===== src/rtl/assert_macros.svh =====
// ----------------------------------------------------------------------------
// Assertion macros
// Shared concurrent assertion forms used by the slot table RTL.
// ----------------------------------------------------------------------------
`ifndef ASSERT_MACROS_SVH
`define ASSERT_MACROS_SVH

// Same-cycle implication, disabled while reset is asserted.
`define ASSERT_IMP(lbl, clk, rst_n, ante, cons) \
    lbl: assert property (@(posedge clk) disable iff (!rst_n) (ante) |-> (cons)) \
        else $error("implication check failed");

// Next-cycle implication, disabled while reset is asserted.
`define ASSERT_NXT(lbl, clk, rst_n, ante, cons) \
    lbl: assert property (@(posedge clk) disable iff (!rst_n) (ante) |=> (cons)) \
        else $error("next-cycle check failed");

`endif


===== src/rtl/vpst_pkg.sv =====
`timescale 1ns / 1ps
// ----------------------------------------------------------------------------
// vpst_pkg
// Types and constants shared by the versioned pointer slot table.
// ----------------------------------------------------------------------------
package vpst_pkg;

    localparam int SLOT_COUNT_DEF = 8;
    localparam int VER_W          = 32;
    localparam int PTR_W          = 48;
    localparam int DIST_W         = 30;

    // Slots at this distance or further behind the query do not qualify.
    localparam logic [VER_W-1:0] WINDOW = 32'd1_000_000_000;

    localparam logic MODE_LOOKUP = 1'b0;
    localparam logic MODE_ADD    = 1'b1;

    typedef struct packed {
        logic [VER_W-1:0] ver;
        logic [PTR_W-1:0] ptr;
    } t_slot;

    typedef struct packed {
        logic init;
        logic step;
    } t_scan_ctl;

endpackage


===== src/rtl/vpst_if.sv =====
`timescale 1ns / 1ps
// ----------------------------------------------------------------------------
// vpst_req_if / vpst_rsp_if
// Valid/ready channels carrying request and response transactions.
// ----------------------------------------------------------------------------
interface vpst_req_if;
    logic        valid;
    logic        ready;
    logic        mode;
    logic [31:0] query_version;
    logic [31:0] min_active;
    logic [47:0] new_pointer;

    modport source (output valid, mode, query_version, min_active, new_pointer,
                    input ready);
    modport sink (input valid, mode, query_version, min_active, new_pointer,
                  output ready);
endinterface

interface vpst_rsp_if;
    logic        valid;
    logic        ready;
    logic [47:0] found_pointer;
    logic        matched;
    logic [31:0] head_version;
    logic [47:0] head_pointer;

    modport source (output valid, found_pointer, matched, head_version, head_pointer,
                    input ready);
    modport sink (input valid, found_pointer, matched, head_version, head_pointer,
                  output ready);
endinterface


===== src/rtl/versioned_pointer_slot_table.sv =====
`timescale 1ns / 1ps
// ----------------------------------------------------------------------------
// versioned_pointer_slot_table
// Table of (version, pointer) slots with slot 0 as head; serves lookups by
// version and adds of new head entries, one transaction at a time.
//
//   Channel  Direction  Handshake    Payload
//   i_req    in         valid/ready  mode, query_version, min_active, new_pointer
//   o_rsp    out        valid/ready  found_pointer, matched, head_version, head_pointer
//
// An item is finished before the next one can be accepted: the non-head slots are
// read from the slot memory one per cycle.
// A transaction whose query equals the head version skips the slot scan.
// Reset is synchronous; all slots read as zero afterwards with no clearing pass.
// One finished result is held in the output register while the next request
// is accepted; the block waits only when a second result would overwrite it.
// ----------------------------------------------------------------------------
`include "assert_macros.svh"

module versioned_pointer_slot_table
    import vpst_pkg::*;
#(
    parameter int SLOT_COUNT = SLOT_COUNT_DEF
) (
    input  logic       i_clk,
    input  logic       i_rst_n,
    vpst_req_if.sink   i_req,
    vpst_rsp_if.source o_rsp
);

    localparam int SW        = $clog2(SLOT_COUNT);
    localparam int MEM_DEPTH = SLOT_COUNT - 1;
    localparam int MEM_AW    = (MEM_DEPTH > 1) ? $clog2(MEM_DEPTH) : 1;
    localparam logic [SW-1:0] LAST_SLOT = SW'(SLOT_COUNT - 1);

    localparam logic [1:0] S_IDLE   = 2'd0;
    localparam logic [1:0] S_SCAN   = 2'd1;
    localparam logic [1:0] S_COMMIT = 2'd2;
    localparam logic [1:0] S_DONE   = 2'd3;

    logic [1:0]       r_state, n_state;
    t_slot            r_head, n_head;
    logic             r_mode, n_mode;
    logic [VER_W-1:0] r_query, n_query;
    logic [PTR_W-1:0] r_new_ptr, n_new_ptr;
    logic [SW-1:0]    r_rd_slot, n_rd_slot;
    logic             r_issuing, n_issuing;
    logic             r_pend, n_pend;
    logic [SW-1:0]    r_pend_slot, n_pend_slot;
    logic             r_pend_last, n_pend_last;
    logic [PTR_W-1:0] r_res_ptr, n_res_ptr;
    logic             r_res_hit, n_res_hit;
    logic             r_out_valid, n_out_valid;
    logic [PTR_W-1:0] r_out_found, n_out_found;
    logic             r_out_matched, n_out_matched;
    t_slot            r_out_head, n_out_head;

    logic             w_accept;
    logic             w_head_hit;
    t_scan_ctl        w_scan_ctl;
    logic             w_rd_en;
    logic [SW-1:0]    w_rd_index;
    logic             w_wr_en;
    logic [SW-1:0]    w_wr_index;
    t_slot            w_rd_data;
    logic [PTR_W-1:0] w_best_ptr;
    logic             w_any;
    logic             w_stale_found;
    logic [SW-1:0]    w_stale_slot;

    vpst_slot_mem #(
        .DEPTH (MEM_DEPTH),
        .AW    (MEM_AW)
    ) u_mem (
        .i_clk     (i_clk),
        .i_rst_n   (i_rst_n),
        .i_rd_en   (w_rd_en),
        .i_rd_addr (w_rd_index[MEM_AW-1:0]),
        .o_rd_data (w_rd_data),
        .i_wr_en   (w_wr_en),
        .i_wr_addr (w_wr_index[MEM_AW-1:0]),
        .i_wr_data (r_head)
    );

    vpst_scan #(
        .SLOT_COUNT (SLOT_COUNT)
    ) u_scan (
        .i_clk         (i_clk),
        .i_rst_n       (i_rst_n),
        .i_ctl         (w_scan_ctl),
        .i_query       (i_req.query_version),
        .i_min_active  (i_req.min_active),
        .i_head        (r_head),
        .i_slot        (r_pend_slot),
        .i_data        (w_rd_data),
        .o_best_ptr    (w_best_ptr),
        .o_any         (w_any),
        .o_stale_found (w_stale_found),
        .o_stale_slot  (w_stale_slot)
    );

    assign i_req.ready = (r_state == S_IDLE);
    assign w_accept    = i_req.valid && i_req.ready;
    assign w_head_hit  = (i_req.query_version == r_head.ver);

    // Slot s lives at memory address s - 1.
    assign w_rd_en    = (r_state == S_SCAN) && r_issuing;
    assign w_rd_index = r_rd_slot - SW'(1);
    assign w_wr_en    = (r_state == S_COMMIT) && (r_mode == MODE_ADD) && w_stale_found;
    assign w_wr_index = w_stale_slot - SW'(1);

    assign w_scan_ctl.init = w_accept && !w_head_hit;
    assign w_scan_ctl.step = r_pend;

    always_comb begin
        n_state       = r_state;
        n_head        = r_head;
        n_mode        = r_mode;
        n_query       = r_query;
        n_new_ptr     = r_new_ptr;
        n_rd_slot     = r_rd_slot;
        n_issuing     = r_issuing;
        n_pend        = w_rd_en;
        n_pend_slot   = r_rd_slot;
        n_pend_last   = (r_rd_slot == LAST_SLOT);
        n_res_ptr     = r_res_ptr;
        n_res_hit     = r_res_hit;
        n_out_valid   = r_out_valid && !o_rsp.ready;
        n_out_found   = r_out_found;
        n_out_matched = r_out_matched;
        n_out_head    = r_out_head;

        unique case (r_state)
            S_IDLE: begin
                if (w_accept) begin
                    n_mode    = i_req.mode;
                    n_query   = i_req.query_version;
                    n_new_ptr = i_req.new_pointer;
                    if (w_head_hit) begin
                        if (i_req.mode == MODE_ADD) begin
                            n_head.ptr = i_req.new_pointer;
                            n_res_ptr  = '0;
                            n_res_hit  = 1'b0;
                        end else begin
                            n_res_ptr = r_head.ptr;
                            n_res_hit = 1'b1;
                        end
                        n_state = S_DONE;
                    end else begin
                        n_rd_slot = SW'(1);
                        n_issuing = 1'b1;
                        n_state   = S_SCAN;
                    end
                end
            end
            S_SCAN: begin
                if (r_issuing) begin
                    if (r_rd_slot == LAST_SLOT) begin
                        n_issuing = 1'b0;
                    end else begin
                        n_rd_slot = r_rd_slot + SW'(1);
                    end
                end
                if (r_pend && r_pend_last) begin
                    n_state = S_COMMIT;
                end
            end
            S_COMMIT: begin
                if (r_mode == MODE_ADD) begin
                    n_head.ver = r_query;
                    n_head.ptr = r_new_ptr;
                    n_res_ptr  = '0;
                    n_res_hit  = 1'b0;
                end else begin
                    n_res_ptr = w_best_ptr;
                    n_res_hit = w_any;
                end
                n_state = S_DONE;
            end
            S_DONE: begin
                if (!r_out_valid || o_rsp.ready) begin
                    n_out_valid   = 1'b1;
                    n_out_found   = r_res_ptr;
                    n_out_matched = r_res_hit;
                    n_out_head    = r_head;
                    n_state       = S_IDLE;
                end
            end
            default: begin
                n_state = S_IDLE;
            end
        endcase
    end

    always_ff @(posedge i_clk) begin
        if (!i_rst_n) begin
            r_state     <= S_IDLE;
            r_head      <= '0;
            r_issuing   <= 1'b0;
            r_pend      <= 1'b0;
            r_out_valid <= 1'b0;
        end else begin
            r_state     <= n_state;
            r_head      <= n_head;
            r_issuing   <= n_issuing;
            r_pend      <= n_pend;
            r_out_valid <= n_out_valid;
        end
    end

    always_ff @(posedge i_clk) begin
        r_mode        <= n_mode;
        r_query       <= n_query;
        r_new_ptr     <= n_new_ptr;
        r_rd_slot     <= n_rd_slot;
        r_pend_slot   <= n_pend_slot;
        r_pend_last   <= n_pend_last;
        r_res_ptr     <= n_res_ptr;
        r_res_hit     <= n_res_hit;
        r_out_found   <= n_out_found;
        r_out_matched <= n_out_matched;
        r_out_head    <= n_out_head;
    end

    assign o_rsp.valid         = r_out_valid;
    assign o_rsp.found_pointer = r_out_found;
    assign o_rsp.matched       = r_out_matched;
    assign o_rsp.head_version  = r_out_head.ver;
    assign o_rsp.head_pointer  = r_out_head.ptr;

    `ASSERT_NXT(a_accept_leaves_idle, i_clk, i_rst_n, w_accept, r_state != S_IDLE)
    `ASSERT_NXT(a_head_hit_short, i_clk, i_rst_n, w_accept && (i_req.mode == MODE_LOOKUP) && w_head_hit, r_state == S_DONE)
    `ASSERT_IMP(a_read_data_in_scan, i_clk, i_rst_n, r_pend, r_state == S_SCAN)

endmodule


===== src/rtl/vpst_slot_mem.sv =====
`timescale 1ns / 1ps
// ----------------------------------------------------------------------------
// vpst_slot_mem
// Storage for the non-head slots, one write and one registered read port.
// ----------------------------------------------------------------------------
module vpst_slot_mem
    import vpst_pkg::*;
#(
    parameter int DEPTH = SLOT_COUNT_DEF - 1,
    parameter int AW    = 3
) (
    input  logic          i_clk,
    input  logic          i_rst_n,
    input  logic          i_rd_en,
    input  logic [AW-1:0] i_rd_addr,
    output t_slot         o_rd_data,
    input  logic          i_wr_en,
    input  logic [AW-1:0] i_wr_addr,
    input  t_slot         i_wr_data
);

    t_slot             mem [DEPTH];
    logic [DEPTH-1:0]  r_valid;
    t_slot             r_rd_data;
    logic              r_rd_valid;

    // Entries never written read as zero, as after reset.
    always_ff @(posedge i_clk) begin
        if (!i_rst_n) begin
            r_valid <= '0;
        end else if (i_wr_en) begin
            r_valid[i_wr_addr] <= 1'b1;
        end
    end

    always_ff @(posedge i_clk) begin
        if (i_wr_en) begin
            mem[i_wr_addr] <= i_wr_data;
        end
    end

    always_ff @(posedge i_clk) begin
        if (i_rd_en) begin
            r_rd_data  <= mem[i_rd_addr];
            r_rd_valid <= r_valid[i_rd_addr];
        end
    end

    assign o_rd_data = r_rd_valid ? r_rd_data : '0;

endmodule


===== src/rtl/vpst_scan.sv =====
`timescale 1ns / 1ps
// ----------------------------------------------------------------------------
// vpst_scan
// Per-slot compare unit: tracks the closest qualifying slot for a lookup
// and the first stale slot for an add.
// ----------------------------------------------------------------------------
module vpst_scan
    import vpst_pkg::*;
#(
    parameter  int SLOT_COUNT = SLOT_COUNT_DEF,
    localparam int SW         = $clog2(SLOT_COUNT)
) (
    input  logic             i_clk,
    input  logic             i_rst_n,
    input  t_scan_ctl        i_ctl,
    input  logic [VER_W-1:0] i_query,
    input  logic [VER_W-1:0] i_min_active,
    input  t_slot            i_head,
    input  logic [SW-1:0]    i_slot,
    input  t_slot            i_data,
    output logic [PTR_W-1:0] o_best_ptr,
    output logic             o_any,
    output logic             o_stale_found,
    output logic [SW-1:0]    o_stale_slot
);

    logic [VER_W-1:0]  r_query;
    logic [VER_W-1:0]  r_min_active;
    logic [DIST_W-1:0] r_best_dist;
    logic [PTR_W-1:0]  r_best_ptr;
    logic              r_any;
    logic              r_stale_found;
    logic [SW-1:0]     r_stale_slot;

    logic [VER_W:0]    w_head_diff;
    logic              w_head_qual;
    logic [VER_W:0]    w_step_diff;
    logic              w_step_better;
    logic              w_step_stale;

    always_comb begin
        w_head_diff   = {1'b0, i_query} - {1'b0, i_head.ver};
        w_head_qual   = !w_head_diff[VER_W] && (w_head_diff[VER_W-1:0] < WINDOW);
        w_step_diff   = {1'b0, r_query} - {1'b0, i_data.ver};
        w_step_better = !w_step_diff[VER_W]
                        && (w_step_diff[VER_W-1:0] < {{(VER_W-DIST_W){1'b0}}, r_best_dist});
        w_step_stale  = !r_stale_found && (i_data.ver < r_min_active);
    end

    always_ff @(posedge i_clk) begin
        if (!i_rst_n) begin
            r_any         <= 1'b0;
            r_stale_found <= 1'b0;
        end else if (i_ctl.init) begin
            r_any         <= w_head_qual;
            r_stale_found <= 1'b0;
        end else if (i_ctl.step) begin
            if (w_step_better) begin
                r_any <= 1'b1;
            end
            if (w_step_stale) begin
                r_stale_found <= 1'b1;
            end
        end
    end

    always_ff @(posedge i_clk) begin
        if (i_ctl.init) begin
            r_query      <= i_query;
            r_min_active <= i_min_active;
            r_best_ptr   <= i_head.ptr;
            r_best_dist  <= w_head_qual ? w_head_diff[DIST_W-1:0] : WINDOW[DIST_W-1:0];
            r_stale_slot <= '0;
        end else if (i_ctl.step) begin
            if (w_step_better) begin
                r_best_dist <= w_step_diff[DIST_W-1:0];
                r_best_ptr  <= i_data.ptr;
            end
            if (w_step_stale) begin
                r_stale_slot <= i_slot;
            end
        end
    end

    assign o_best_ptr    = r_best_ptr;
    assign o_any         = r_any;
    assign o_stale_found = r_stale_found;
    assign o_stale_slot  = r_stale_slot;

endmodule


===== src/flat_wrapper.sv =====
// flat-port wrapper written by rule: the top's interface ports become plain ports
module versioned_pointer_slot_table_flat import vpst_pkg::*;
#(
    parameter int SLOT_COUNT = SLOT_COUNT_DEF
)
  (i_clk, i_rst_n, i_req_valid, i_req_mode, i_req_query_version, i_req_min_active, i_req_new_pointer, i_req_ready, o_rsp_valid, o_rsp_found_pointer, o_rsp_matched, o_rsp_head_version, o_rsp_head_pointer, o_rsp_ready);
  vpst_req_if i_req_i ();
  vpst_rsp_if o_rsp_i ();
  input  logic i_clk;
  input  logic i_rst_n;
  input wire logic [$bits(i_req_i.valid)-1:0] i_req_valid;
  input wire logic [$bits(i_req_i.mode)-1:0] i_req_mode;
  input wire logic [$bits(i_req_i.query_version)-1:0] i_req_query_version;
  input wire logic [$bits(i_req_i.min_active)-1:0] i_req_min_active;
  input wire logic [$bits(i_req_i.new_pointer)-1:0] i_req_new_pointer;
  output wire logic [$bits(i_req_i.ready)-1:0] i_req_ready;
  output wire logic [$bits(o_rsp_i.valid)-1:0] o_rsp_valid;
  output wire logic [$bits(o_rsp_i.found_pointer)-1:0] o_rsp_found_pointer;
  output wire logic [$bits(o_rsp_i.matched)-1:0] o_rsp_matched;
  output wire logic [$bits(o_rsp_i.head_version)-1:0] o_rsp_head_version;
  output wire logic [$bits(o_rsp_i.head_pointer)-1:0] o_rsp_head_pointer;
  input wire logic [$bits(o_rsp_i.ready)-1:0] o_rsp_ready;
  assign i_req_i.valid = i_req_valid;
  assign i_req_i.mode = i_req_mode;
  assign i_req_i.query_version = i_req_query_version;
  assign i_req_i.min_active = i_req_min_active;
  assign i_req_i.new_pointer = i_req_new_pointer;
  assign i_req_ready = i_req_i.ready;
  assign o_rsp_valid = o_rsp_i.valid;
  assign o_rsp_found_pointer = o_rsp_i.found_pointer;
  assign o_rsp_matched = o_rsp_i.matched;
  assign o_rsp_head_version = o_rsp_i.head_version;
  assign o_rsp_head_pointer = o_rsp_i.head_pointer;
  assign o_rsp_i.ready = o_rsp_ready;
  versioned_pointer_slot_table #(.SLOT_COUNT(SLOT_COUNT)) u_core (.i_clk(i_clk), .i_rst_n(i_rst_n), .i_req(i_req_i), .o_rsp(o_rsp_i));
endmodule

===== config.mk =====
export PLATFORM = sky130hd
export DESIGN_NAME = versioned_pointer_slot_table_flat
export DESIGN_NICKNAME = d
export VERILOG_FILES = /design/src/rtl/vpst_pkg.sv /design/src/rtl/vpst_if.sv /design/src/rtl/versioned_pointer_slot_table.sv /design/src/rtl/vpst_slot_mem.sv /design/src/rtl/vpst_scan.sv /design/src/flat_wrapper.sv
export VERILOG_INCLUDE_DIRS = /design/src /design/src/rtl
export SDC_FILE = /design/constraint.sdc
export NUM_CORES = 1
export LEC_CHECK = 0
export BUFFER_PORTS_ARGS = -buffer_cell sky130_fd_sc_hd__buf_4
export CORE_ASPECT_RATIO = 0.75
export CORE_MARGIN = 2
export CORE_UTILIZATION = 50
export DETAILED_ROUTE_END_ITERATION = 12
export PLACE_DENSITY_LB_ADDON = 0.1
export SLEW_MARGIN = 20
export SYNTH_ARGS = -nofsm -noshare
export SYNTH_HDL_FRONTEND = slang
export SYNTH_SLANG_ARGS = --single-unit

===== constraint.sdc =====
create_clock -name i_clk -period 20.1 [get_ports i_clk]
set_input_delay 1.005 -clock i_clk [delete_from_list [all_inputs] [get_ports i_clk]]
set_output_delay 1.005 -clock i_clk [all_outputs]
set_load 0.02 [all_outputs]

==> flow_metrics.env <==
export IMPL_drt_pass1_iter_count=12
export IMPL_finalHoldViolCount=0
export IMPL_grt_pass1_vias=26900
export IMPL_rsz0062_at_grt="no"
export IMPL_crit_path_top_delay_cell="buf_4"
export IMPL_grt_use_total_pct=24.2
export IMPL_synth_edff_count=1045
export IMPL_wl_per_cell_um=24.5
export IMPL_ir_drop_v=0.0000889
export IMPL_synth_seq_cells=1146
export IMPL_grt_pass1_wl_mm=172
export IMPL_m1WireLength_mm=53.6
export IMPL_violations="DRC"
export IMPL_die_h_um=269
export IMPL_drc=9
export IMPL_finalWirelength_mm=116
export IMPL_cts_setup_buffers=0
export IMPL_cts_clk_slew_worst_paths_ns=0.06
export IMPL_drtIter0Drc=2451
export IMPL_cts_resized=0
export IMPL_critPathBufInv=2
export IMPL_holdWs_ns=0.405
export IMPL_tightest_slew_ns=1.10
export IMPL_antenna_cells=0
export IMPL_reg2reg_slack_ns=12.92
export IMPL_nNetsFinal=3659
export IMPL_wl_met3_mm=7.35
export IMPL_numPortBuffers=247
export IMPL_synth_nets=3404
export IMPL_netSwitchingFraction_pct=31.1
export IMPL_grt_max_degree=79
export IMPL_worst_setup_path_type="flip-flop to flip-flop"
export IMPL_ioPinCount=248
export IMPL_cts_sinks=1146
export IMPL_tns_ns=0
export IMPL_p_seq_share_pct=44.8
export IMPL_final_setup_viol_count=0
export IMPL_cp_data_arrival_time_ns=7.47
export IMPL_postCtsHoldBufs=0
export IMPL_syn_inst=3153
export IMPL_overflow=0
export IMPL_fmax_mhz=139
export IMPL_clockRootBuffer="clkbuf_16"
export IMPL_gp_congestion=0.881
export IMPL_met2_length_mm=52.8
export IMPL_cts_tree="built"
export IMPL_power_switching_w=0.00216
export IMPL_yosys_top_cells_count="edfxtp_1, nand2_1, nor2_1"
export IMPL_rr_endpoint="u_core.u_scan.o_best_ptr[39]"
export IMPL_hold_start="u_core.r_res_ptr[40]"
export IMPL_hp_class="flip-flop to flip-flop"
export IMPL_finClkSkew_ns=0.0271
export IMPL_placement_rows=97
export IMPL_synthArstFlopShare_pct=0
export IMPL_slowest_delay_ns=0.76
export IMPL_ys_flop_type="edfxtp_1"
export IMPL_die_x_um=357
export IMPL_post_route_period_util_pct=35.7
export IMPL_fin_total_pwr_w=0.00694
export IMPL_cap_violations=0
export IMPL_ys_seq_area_share_pct=71.4
export IMPL_clockPowerShare_pct=29.8
export IMPL_clock_path_buffers=3
export IMPL_synth_area_leader_cell="edfxtp_1"
export IMPL_crit_path_start_kind="flip-flop"
export IMPL_ant_nets=0
export IMPL_crit_path_end_kind="flip-flop"
export IMPL_cts_buffers=110
export IMPL_syn_area_um2=46800
export IMPL_crit_family="compound AO/OA/AOI/OAI gates"
export IMPL_core_area_um2=93100
export IMPL_relSlewSlack_pct=26.4
export IMPL_hold_end="u_core.o_rsp.found_pointer[40]"
export IMPL_yosysMostFrequentCell="edfxtp_1"
export IMPL_path_cells="buf_4 > nand2_1 > ha_1 > nand2b_1 > a211oi_1 > o22ai_1 > nor4_1 > o31a_1 > o21ai_0 > o21bai_1 > a21oi_1 > xnor2_1 > ha_1 > and4_1 > nand3_1 > o311a_1 > o21ai_0 > a211oi_1 > o311a_1 > nand3_1 > nand2_4 > buf_4"
export IMPL_p_int_w=0.00478
export IMPL_r2r_start="u_core.u_mem.r_rd_valid"
export IMPL_insertion_delay_ns=0.69
export IMPL_power_density_nw_per_um2=129
export IMPL_antenna_found_initial=0
export IMPL_avgSynthCellArea_um2=14.8
export IMPL_viasPerCell=5.71
export IMPL_crit_fanout=55
export IMPL_status="finished with violations"
export IMPL_synth_top_area_share_pct=67.1
export IMPL_cp_data_required_time_ns=20.40
export IMPL_drive_above_1_share_pct=16.6
export IMPL_synthTopCellsByArea="edfxtp_1, dfxtp_1, mux4_2"
export IMPL_area_delta_synth_final_pct=14.9
export IMPL_yosysWarnings=0
export IMPL_htree_levels=3
export IMPL_die_area_um2=96000
export IMPL_hpwl_mm=71.2
export IMPL_final_max_slew_violation_count=0
export IMPL_leakage_nw=19.5
export IMPL_highest_layer="met4"
export IMPL_r2r_cells=22
export IMPL_yosysUniqueCellTypes=75
export IMPL_hold_path_cell_count=0
export IMPL_vias=27100
export IMPL_period_needed_ns=7.18
export IMPL_p_comb_share_pct=25.4
export IMPL_start_util_pct=50.2
-- state kept, by name, indices dropped and copies added (netlist names), 30 cells and up --
register / count
u_core.o_rsp.head_version: 32
u_core.r_query: 32
u_core.o_rsp.found_pointer: 48
u_core.u_scan.o_best_ptr: 48
u_core.o_rsp.head_pointer: 48
u_core.u_scan.r_min_active: 32
u_core.u_scan.r_best_dist: 30
u_core.u_mem.mem: 560
u_core.u_mem.r_rd_data: 80
u_core.r_new_ptr: 48
u_core.u_scan.r_query: 32
u_core.r_head: 80
u_core.r_res_ptr: 48
-- power groups by stage --
stage | registers, W | clock network (W) | logic (W)
global placement | 0.00315 | 0 | 0.00174
detailed placement | 0.00316 | 0 | 0.00176
global route | 0.00313 | 0.00220 | 0.00195
floorplan | 0.00315 | 0 | 0.00119
finish | 0.00311 | 0.00207 | 0.00176
CTS | 0.00311 | 0.00211 | 0.00177
-- routing by layer --
layer,global-route usage (%),vias up
met5,0,-
met4,5.41,0
li1,-,12400
met1,36.2,13700
met2,37.2,834
met3,4.24,138
-- through the flow --
| step | std cells | worst slack [ns] | util (%) | area [um^2] |
|---|---|---|---|---|
| 2_1_floorplan | 3153 | 12.44 | - | 46800 |
| 3_3_place_gp | 4533 | 13.25 | 53.8 | 50100 |
| 3_5_place_dp | 4533 | 12.99 | 53.8 | 50100 |
| 4_1_cts | 4740 | 12.94 | 57.7 | 53700 |
| 5_1_grt | 4740 | 12.49 | 57.7 | 53700 |
| 6_report | 4740 | 12.92 | 57.7 | 53700 |
-- placed cells by master (no fill, tap or decap), types with 14 or more instances in the layout --
cell	Yosys	layout
a22o_1	63	63
xnor2_1	43	43
ha_1	132	130
buf_4	0	291
mux4_2	81	81
a211oi_1	59	59
clkbuf_1	113	29
nand2b_1	14	14
nor2_1	202	195
clkinv_2	0	14
inv_1	161	160
clkinv_1	0	15
o21ai_0	122	121
edfxtp_1	1045	1045
a21o_1	36	36
a21oi_1	201	201
mux2i_1	133	133
clkbuf_8	0	20
nand2_1	328	325
clkbuf_16	0	112
nand3_1	73	73
xor2_1	19	18
dfxtp_1	101	101
nand4_1	20	20
-- how the worst max path moves through the flow --
stage	startpoint	to	slack [ns]	depth (start not counted)
final	u_core.u_mem.r_rd_valid	u_core.u_scan.o_best_ptr[39]	12.92	22
after global routing	u_core.u_mem.r_rd_valid	u_core.u_scan.o_best_ptr[39]	12.49	22
after CTS	u_core.u_mem.r_rd_valid	u_core.u_scan.o_best_ptr[39]	12.94	22
after detailed placement	u_core.u_mem.r_rd_valid	u_core.u_scan.o_best_ptr[40]	12.99	22
after global placement	u_core.u_mem.r_rd_valid	u_core.u_scan.o_best_ptr[42]	13.25	22
after floorplan	i_req_valid	u_core.u_scan.r_min_active[0]	12.44	6
-- cell type report --
cell class,count,area (um^2)
well taps,1237,1550
flip-flops and latches,1146,33400
multi-input cells,1696,12300
repair buffers,292,2200
inverters,162,612
fillers,7283,39400
clock buffers,161,3190
clock inverters,46,457
-- logic make-up (layout without fill, tap and decap cells) --
| group | Yosys count | count (layout) | synth area share (%) |
|---|---|---|---|
| adders and majority gates | 134 | 134 | 3.62 |
| DFF | 1146 | 1146 | 71.4 |
| and+or+nand+nor | 698 | 698 | 6.35 |
| buffers and inverters | 311 | 661 | 2.58 |
| muxes | 215 | 215 | 6.77 |
| AOI/OAI and AO/OA | 587 | 587 | 8.10 |
| xor gates and xnor gates | 62 | 62 | 1.16 |
No activity file was read; power rests on OpenSTA's default activity.
